--- src/rtl/lkcd_pkg.sv ---
// Shared types and constants for the LRU keyed cache directory.
// Used by lkcd_ctrl, lkcd_dpath and lru_keyed_cache_directory; no dependencies.
package lkcd_pkg;

  // Directory geometry
  localparam int ENTRIES  = 8;
  localparam int KEY_BITS = 64;
  localparam int IDX_W    = (ENTRIES > 1) ? $clog2(ENTRIES) : 1;
  localparam int CNT_W    = $clog2(ENTRIES + 1);

  // Fixed port field widths
  localparam int SLOT_W = 3;
  localparam int OCC_W  = 4;

  typedef enum logic [1:0] {
    ACT_LOOKUP = 2'd0,
    ACT_INSERT = 2'd1,
    ACT_REMOVE = 2'd2,
    ACT_NONE   = 2'd3
  } action_t;

  // Request transaction
  typedef struct packed {
    action_t     action;
    logic [63:0] key;
    logic [31:0] max_age;
    logic        age_given;
    logic [31:0] now;
  } in_item_t;

  // Response transaction
  typedef struct packed {
    logic              hit;
    logic [SLOT_W-1:0] slot;
    logic              evicted;
    logic [SLOT_W-1:0] evicted_slot;
    logic [31:0]       hit_max_age;
    logic              hit_age_given;
    logic [31:0]       hit_time;
    logic [OCC_W-1:0]  occupancy;
  } out_item_t;

  // Controller to datapath
  typedef struct packed {
    logic capture;    // latch the request
    logic exec;       // search and update directory state
    logic load_out;   // load the output register
    logic out_taken;  // output register drained this cycle
  } cmd_t;

  // Datapath to controller
  typedef struct packed {
    logic out_valid;
  } sts_t;

endpackage

--- src/rtl/lkcd_ctrl.sv ---
// Sequencing controller for the LRU keyed cache directory.
// Depends on lkcd_pkg for the command and status structs.
module lkcd_ctrl (
  input  logic            clk,
  input  logic            rst_n,
  input  logic            in_valid,
  output logic            in_stall,
  input  logic            out_stall,
  input  lkcd_pkg::sts_t  sts,
  output lkcd_pkg::cmd_t  cmd
);
  import lkcd_pkg::*;

  typedef enum logic [2:0] {
    S_IDLE   = 3'b001,
    S_SEARCH = 3'b010,
    S_RESULT = 3'b100
  } state_t;

  state_t state_r, state_nxt;
  logic   out_free;
  logic   accept;

  // Output register can take a new result this cycle
  assign out_free = !sts.out_valid || !out_stall;

  // Input ready in idle, or while the finished result moves out
  always_comb begin
    unique case (state_r)
      S_IDLE:   in_stall = 1'b0;
      S_SEARCH: in_stall = 1'b1;
      S_RESULT: in_stall = !out_free;
      default:  in_stall = 1'b1;
    endcase
  end

  assign accept = in_valid && !in_stall;

  // Next state
  always_comb begin
    state_nxt = state_r;
    unique case (state_r)
      S_IDLE: begin
        if (accept) state_nxt = S_SEARCH;
      end
      S_SEARCH: state_nxt = S_RESULT;
      S_RESULT: begin
        if (out_free) state_nxt = accept ? S_SEARCH : S_IDLE;
      end
      default: state_nxt = S_IDLE;
    endcase
  end

  always_ff @(posedge clk) begin
    if (!rst_n) begin
      state_r <= S_IDLE;
    end else begin
      state_r <= state_nxt;
    end
  end

  // Commands
  assign cmd.capture   = accept;
  assign cmd.exec      = (state_r == S_SEARCH);
  assign cmd.load_out  = (state_r == S_RESULT) && out_free;
  assign cmd.out_taken = sts.out_valid && !out_stall;

  // A result is never loaded over one still waiting downstream
  a_load_free: assert property (@(posedge clk) disable iff (!rst_n)
    cmd.load_out |-> !(sts.out_valid && out_stall))
    else $error("output register overwritten while stalled");

endmodule

--- src/rtl/lkcd_dpath.sv ---
// Datapath of the LRU keyed cache directory: key CAM, recency ranks,
// metadata RAM and output register. Depends on lkcd_pkg.
module lkcd_dpath (
  input  logic                clk,
  input  logic                rst_n,
  input  lkcd_pkg::in_item_t  in_data,
  input  lkcd_pkg::cmd_t      cmd,
  output lkcd_pkg::sts_t      sts,
  output lkcd_pkg::out_item_t out_data
);
  import lkcd_pkg::*;

  localparam logic [IDX_W-1:0] RANK_MAX = IDX_W'(ENTRIES - 1);

  typedef struct packed {
    logic [31:0] max_age;
    logic        age_given;
    logic [31:0] now;
  } meta_t;

  // Request and directory state
  in_item_t             req_r;
  logic [ENTRIES-1:0]   valid_r, valid_nxt;
  logic [KEY_BITS-1:0]  key_r [ENTRIES];
  logic [IDX_W-1:0]     rank_r [ENTRIES];
  logic [IDX_W-1:0]     rank_nxt [ENTRIES];
  logic [CNT_W-1:0]     cnt_r, cnt_nxt;
  meta_t                meta_mem [ENTRIES];
  meta_t                meta_rd_r;

  // Search results held for the response
  logic                 res_hit_r;
  logic [IDX_W-1:0]     res_slot_r;
  logic                 res_ev_r;
  logic [IDX_W-1:0]     res_ev_slot_r;
  logic [CNT_W-1:0]     res_occ_r;
  logic                 res_meta_r;

  logic                 out_valid_r;
  out_item_t            out_data_r, out_nxt;

  // Search
  logic [ENTRIES-1:0]   match;
  logic                 hit_any, free_any;
  logic [IDX_W-1:0]     hit_idx, free_idx, evict_idx, tgt_idx, hit_rank;
  logic                 is_insert, is_lookup, is_remove;

  assign is_lookup = (req_r.action == ACT_LOOKUP);
  assign is_insert = (req_r.action == ACT_INSERT);
  assign is_remove = (req_r.action == ACT_REMOVE);

  // Parallel key compare and lowest-index priority picks
  always_comb begin
    hit_idx   = '0;
    free_idx  = '0;
    evict_idx = '0;
    for (int i = 0; i < ENTRIES; i++) begin
      match[i] = valid_r[i] && (key_r[i] == req_r.key[KEY_BITS-1:0]);
    end
    for (int i = ENTRIES - 1; i >= 0; i--) begin
      if (match[i]) hit_idx = IDX_W'(i);
      if (!valid_r[i]) free_idx = IDX_W'(i);
      if (valid_r[i] && rank_r[i] == RANK_MAX) evict_idx = IDX_W'(i);
    end
    hit_any  = |match;
    free_any = ~&valid_r;
    hit_rank = rank_r[hit_idx];
    tgt_idx  = free_any ? free_idx : evict_idx;
  end

  // Next directory state
  always_comb begin
    logic [CNT_W-1:0] cnt_tmp;
    logic             keep;
    valid_nxt = valid_r;
    rank_nxt  = rank_r;
    cnt_tmp   = cnt_r;
    keep      = 1'b0;
    unique case (req_r.action)
      ACT_LOOKUP: begin
        if (hit_any) begin
          for (int i = 0; i < ENTRIES; i++) begin
            if (valid_r[i] && rank_r[i] < hit_rank) rank_nxt[i] = rank_r[i] + 1'b1;
          end
          rank_nxt[hit_idx] = '0;
        end
      end
      ACT_INSERT: begin
        for (int i = 0; i < ENTRIES; i++) begin
          keep = valid_r[i] && !(!free_any && IDX_W'(i) == evict_idx);
          if (keep && rank_r[i] < RANK_MAX) rank_nxt[i] = rank_r[i] + 1'b1;
        end
        valid_nxt[tgt_idx] = 1'b1;
        rank_nxt[tgt_idx]  = '0;
        if (!free_any && cnt_tmp != '0) cnt_tmp = cnt_tmp - 1'b1;
        if (cnt_tmp < CNT_W'(ENTRIES)) cnt_tmp = cnt_tmp + 1'b1;
      end
      ACT_REMOVE: begin
        if (hit_any) begin
          valid_nxt[hit_idx] = 1'b0;
          rank_nxt[hit_idx]  = '0;
          for (int i = 0; i < ENTRIES; i++) begin
            if (valid_nxt[i] && rank_r[i] > hit_rank) rank_nxt[i] = rank_r[i] - 1'b1;
          end
          if (cnt_tmp != '0) cnt_tmp = cnt_tmp - 1'b1;
        end
      end
      ACT_NONE: ;
      default: ;
    endcase
    cnt_nxt = cnt_tmp;
  end

  // Control state
  always_ff @(posedge clk) begin
    if (!rst_n) begin
      valid_r     <= '0;
      rank_r      <= '{default: '0};
      cnt_r       <= '0;
      out_valid_r <= 1'b0;
    end else begin
      if (cmd.exec) begin
        valid_r <= valid_nxt;
        rank_r  <= rank_nxt;
        cnt_r   <= cnt_nxt;
      end
      if (cmd.load_out) begin
        out_valid_r <= 1'b1;
      end else if (cmd.out_taken) begin
        out_valid_r <= 1'b0;
      end
    end
  end

  // Request, keys and search results
  always_ff @(posedge clk) begin
    if (cmd.capture) req_r <= in_data;
    if (cmd.exec) begin
      if (is_insert) key_r[tgt_idx] <= req_r.key[KEY_BITS-1:0];
      res_hit_r     <= (is_lookup || is_remove) && hit_any;
      res_slot_r    <= is_insert ? tgt_idx :
                       ((is_lookup || is_remove) && hit_any) ? hit_idx : '0;
      res_ev_r      <= is_insert && !free_any;
      res_ev_slot_r <= (is_insert && !free_any) ? evict_idx : '0;
      res_occ_r     <= cnt_nxt;
      res_meta_r    <= is_lookup && hit_any;
    end
  end

  // Metadata RAM: write on insert, registered read of the matched slot
  always_ff @(posedge clk) begin
    if (cmd.exec) begin
      if (is_insert) begin
        meta_mem[tgt_idx] <= '{max_age:   req_r.max_age,
                               age_given: req_r.age_given,
                               now:       req_r.now};
      end
      meta_rd_r <= meta_mem[hit_idx];
    end
  end

  // Response assembly
  always_comb begin
    out_nxt.hit           = res_hit_r;
    out_nxt.slot          = SLOT_W'(res_slot_r);
    out_nxt.evicted       = res_ev_r;
    out_nxt.evicted_slot  = SLOT_W'(res_ev_slot_r);
    out_nxt.hit_max_age   = res_meta_r ? meta_rd_r.max_age : 32'd0;
    out_nxt.hit_age_given = res_meta_r ? meta_rd_r.age_given : 1'b0;
    out_nxt.hit_time      = res_meta_r ? meta_rd_r.now : 32'd0;
    out_nxt.occupancy     = OCC_W'(res_occ_r);
  end

  always_ff @(posedge clk) begin
    if (cmd.load_out) out_data_r <= out_nxt;
  end

  assign out_data      = out_data_r;
  assign sts.out_valid = out_valid_r;

  // Occupancy tracks the valid bits
  a_cnt_pop: assert property (@(posedge clk) disable iff (!rst_n)
    cnt_r == CNT_W'($countones(valid_r)))
    else $error("occupancy count differs from valid bits");

  // A full directory always holds a least recent valid slot
  a_evict_ok: assert property (@(posedge clk) disable iff (!rst_n)
    (cmd.exec && is_insert && !free_any) |->
      (valid_r[evict_idx] && rank_r[evict_idx] == RANK_MAX))
    else $error("no least recent slot found on a full directory");

  // Lookup leaves occupancy untouched
  a_lookup_cnt: assert property (@(posedge clk) disable iff (!rst_n)
    (cmd.exec && is_lookup) |=> (cnt_r == $past(cnt_r)))
    else $error("lookup changed occupancy");

endmodule

--- src/rtl/lru_keyed_cache_directory.sv ---
// Fully associative LRU cache directory of eight slots with per-slot key
// compare; a request transaction is accepted and captured, searched by key with the
// directory updated in the search state, and its response is loaded into the output
// register in the result state, when the next request may already be accepted if the
// output register is free. The input stalls in the search state, so a new request is
// not taken until the previous one reaches the result state. Valid bits, ranks and
// occupancy clear at reset with no clearing pass; slot data lives outside, addressed by
// the returned slot. Depends on lkcd_pkg, lkcd_ctrl and lkcd_dpath.
module lru_keyed_cache_directory (
  input  logic                clk,
  input  logic                rst_n,
  input  logic                in_valid,
  output logic                in_stall,
  input  lkcd_pkg::in_item_t  in_data,
  output logic                out_valid,
  input  logic                out_stall,
  output lkcd_pkg::out_item_t out_data
);
  import lkcd_pkg::*;

  cmd_t cmd;
  sts_t sts;

  lkcd_ctrl u_ctrl (
    .clk       (clk),
    .rst_n     (rst_n),
    .in_valid  (in_valid),
    .in_stall  (in_stall),
    .out_stall (out_stall),
    .sts       (sts),
    .cmd       (cmd)
  );

  lkcd_dpath u_dpath (
    .clk      (clk),
    .rst_n    (rst_n),
    .in_data  (in_data),
    .cmd      (cmd),
    .sts      (sts),
    .out_data (out_data)
  );

  assign out_valid = sts.out_valid;

endmodule

--- config.mk ---
export PLATFORM = sky130hd
export DESIGN_NAME = lru_keyed_cache_directory
export DESIGN_NICKNAME = d
export VERILOG_FILES = /design/src/rtl/lkcd_pkg.sv /design/src/rtl/lkcd_ctrl.sv /design/src/rtl/lkcd_dpath.sv /design/src/rtl/lru_keyed_cache_directory.sv
export SDC_FILE = /design/constraint.sdc
export NUM_CORES = 2
export LEC_CHECK = 0
export BUFFER_PORTS_ARGS = -buffer_cell sky130_fd_sc_hd__buf_2
export CAP_MARGIN = 0
export CELL_PAD_IN_SITES_DETAIL_PLACEMENT = 2
export CELL_PAD_IN_SITES_GLOBAL_PLACEMENT = 2
export CORE_UTILIZATION = 40
export DETAILED_ROUTE_END_ITERATION = 6
export PLACE_DENSITY_LB_ADDON = 0.2
export SYNTH_ARGS = -nofsm -noshare
export SYNTH_HDL_FRONTEND = slang
export SYNTH_SLANG_ARGS = --single-unit
export TNS_END_PERCENT = 50
--- constraint.sdc ---
create_clock -name clk -period 17 [get_ports clk]
set_input_delay 1.7 -clock clk [delete_from_list [all_inputs] [get_ports clk]]
set_output_delay 1.7 -clock clk [all_outputs]
set_load 0.01 [all_outputs]
==> flow_summary_export.csv <==
group,metric,value,unit
status,outcome,"complete, no violations",
yosys,post_synth.cell_area_avg,14.4,µm²
setup_path,path_cells,"xor2_1 -> or4_1 -> nor4_1 -> nand4_1 -> nor3_1 -> a211oi_1 -> or3_1 -> a21boi_4 -> buf_4 -> a21oi_1 -> or3_1 -> ha_1 -> inv_1 -> a211oi_1 -> nor4b_1 -> mux2i_1 -> nor3_1 -> o311a_1",
global_routing,grt_use_met2,49.5,%
detailed_routing,ant_nets,0,
timing,worst-slew-pin-transition,1390,ps
place,portBuffers,213,
final_layout,drive_gt1_share,14.0,%
final_layout,multi_input_area,0.0156,mm²
detailed_routing,drc_errors,0,
timing,fin_ws,8890,ps
cts,clock_latency,790,ps
timing,setup_viol_count_final,0,
floorplan,start_util,40.3,%
global_routing,use_met3,4.46,%
final_layout,regArea,0.0404,mm²
cts,ctsHoldBuffers,0,
global_routing,overflow,0,
setup_path,critPathSlowestCell,"edfxtp_1",
setup_path,endpoint_kind,"register",
final_layout,nNetsFinal,4414,
cts,cts_root_buf,"clkbuf_16",
final_layout,fin_area,0.0655,mm²
cts,htreeDepth,4,
yosys,synthTopCellsByArea,"edfxtp_1 70%, xnor2_1 4.0%, xor2_1 3.1%",
yosys,synth_top_cell_area_share,69.5,%
cts,clock-sinks,1358,
timing,setup_tns,0,ps
cts,cts-resized-gates,0,
final_layout,area_growth,15.1,%
place,hpwl,135,mm
yosys,ys_ff_latch,1358,
yosys,netlist-cell-type-count,90,
floorplan,core-area,0.141,mm²
floorplan,die_y,379,µm
final_layout,mostFrequentLayoutCells,"1318 x edfxtp_1, 374 x nand2_1, 263 x xnor2_1",
global_routing,grtUsageMet1,36.9,%
hold_path,min_path_type,"register to register",
floorplan,die-area,0.144,mm²
timing,grt_setup_unrepaired,"no",
floorplan,rows,138,
global_routing,grt_max_degree,130,
setup_path,worstPathRequired,17640,ps
yosys,ys_async_sr_fraction,0,%
timing,clock-skew-final,40.2,ps
floorplan,die_w,379,µm
power_and_ir_drop,peakVddDrop,0.0786,mV
yosys,synth.cell_area,0.0569,mm²
cts,cts_buffers,154,
yosys,ys.warnings.count,0,
yosys,ys_seq_area_share,70.9,%
setup_path,cp_slowest_stage_delay,920,ps
place,gp_congestion,0.924,
detailed_routing,vias,37200,
detailed_routing,drtPass1Iterations,5,
detailed_routing,routed_via_density,5.96,
global_routing,grt_pass1_vias,39600,
detailed_routing,drtIter0Drc,3463,
floorplan,ioPinCount,214,
timing,slew_violations,0,
yosys,synth.largest_area_cell,"edfxtp_1",
detailed_routing,routed_wirelength,209,mm
cts,cts.path.max_buffers,3,
detailed_routing,wl_per_cell,33.5,µm
yosys,ys.flop_type,"edfxtp_1",
place,place_ws,9020,ps
setup_path,cp-start-kind,"register",
global_routing,grt_pass1_wl,295,mm
setup_path,worst_ep_arrival_time,8760,ps
timing,maxSlewHeadroom,7.33,%
timing,finalCriticalPeriod,8110,ps
setup_path,crit_type,"register to register",
global_routing,global_route.peak_usage_layer,"met2",
yosys,synth_edf_count,1318,
final_layout,mostFrequentLayoutCell,"edfxtp_1",
yosys,synthCells,3942,
cts,post-cts-setup-buffers,0,
job,drv_cap,0,
yosys,syn_nets,4123,
global_routing,antenna_found_initial,7,
power_and_ir_drop,p_leak,21.3,nW
cts,cts_tree,"done",
final_layout,nFillCells,13500,
place,placed_area,0.0606,mm²
global_routing,grt_usage,29.0,%
timing,finalHoldViolCount,0,
setup_path,path_max_fanout,61,
timing,clock.fmax,123,MHz
timing,timing.final.crit_share,47.7,%
power_and_ir_drop,power_density,113,mW/mm²
cts,path_clk_slew,60,ps
## routing by layer
metal | routed length, µm | vias up
met1 | 84300 | 19800
met3 | 12700 | 366
li1 | - | 15600
met5 | 24 | -
met2 | 104000 | 1436
met4 | 8370 | 4
## area by class of cell
| type | instances | share of cell area [%] |
|---|---|---|
| Inverter | 83 | 0.479 |
| Multi-Input combinational cell | 2315 | 23.8 |
| Clock inverter | 80 | 1.20 |
| Tap cell | 1890 | 3.61 |
| Sequential cell | 1358 | 61.6 |
| Antenna cell | 4 | 0.0153 |
| Timing Repair Buffer | 321 | 2.92 |
| Clock buffer | 192 | 6.28 |
## sequential cells by signal, summed over array words and instances (netlist names)
signal                 cells
u_dpath.out_data          77
u_dpath.key_r            512
u_dpath.res_meta_r         1
u_dpath.res_slot_r         3
u_dpath.req_r            131
u_dpath.res_ev_slot_r      3
u_dpath.sts                1
u_ctrl.state_r             3
u_dpath.res_ev_r           1
u_dpath.meta_mem         520
u_dpath.res_hit_r          1
u_dpath.cnt_r              4
u_dpath.res_occ_r          4
u_dpath.rank_r            24
u_dpath.meta_rd_r         65
u_dpath.valid_r            8
## power breakdown
part | internal, W | switching, W | total (W)
clock | 0.00191 | 0.00139 | 0.00331
sequential | 0.00371 | 0.0000498 | 0.00376
combinational | 0.0000877 | 0.000244 | 0.000332
## Yosys cell counts (all sizes together), types with 11 or more instances
library cell and number:
and3 13, a221oi 80, nand4b 20, o221ai 14, mux2i 15, xnor2 270
buf 37, a211oi 20, nand2b 110, xor2 201, ha 46, nor4 102
o2111ai 24, dfxtp 40, clkbuf 149, edfxtp 1318, and2 77, o21ai 60
mux2 23, nor2 152, a22oi 108, o211ai 14, nor4b 11, nand2 376
inv 79, or4 19, nor2b 15, a31oi 14, o22ai 15, nand3 82
nand4 129, a21oi 105, nor3 52
## through the flow
step                hold slack (ps)  utilization (%)  instances  total power (W)
global placement                403             42.8       5967          0.00414
global route                    430             46.3       6239          0.00757
CTS                             420             46.3       6239          0.00745
finish                          419             46.3       6243          0.00740
floorplan                       400                -       3942          0.00397
detailed placement              407             42.8       5967          0.00416
## critical path, delay by kind of cell (launching register included)
kind                     cells  cell delay [ps]
AND/OR/NAND/NOR              8             4350
flip-flops                   1              920
buffers and inverters        2              910
AO/OA/AOI/OAI                5              830
adder cells (fa/ha/maj)      1              430
multiplexers                 1              270
XOR/XNOR                     1              200
## kinds of logic (layout without fill, tap and decap cells)
logic type | count (synthesis) | in the layout | synth area share (%)
DFF | 1358 | 1358 | 70.9
and+or+nand+nor | 1203 | 1203 | 10.9
AOI/OAI and AO/OA | 555 | 555 | 7.05
xor gates and xnor gates | 471 | 471 | 7.34
buffers and inverters | 269 | 676 | 1.97
adders and majority gates | 48 | 48 | 1.05
muxes | 38 | 38 | 0.719
other | 0 | 4 | 0
## final timing paths
kind,from,end,slack [ps],depth (start not counted)
max,u_dpath.req_r[65],u_dpath.rank_r[8],8890,18
min,u_dpath.res_ev_slot_r[2],u_dpath.out_data[71],420,0
min reg2reg,u_dpath.res_ev_slot_r[2],u_dpath.out_data[71],420,0
max reg2reg,u_dpath.req_r[65],u_dpath.rank_r[8],8890,18
Note: power is estimated with default switching activity, not from simulation.
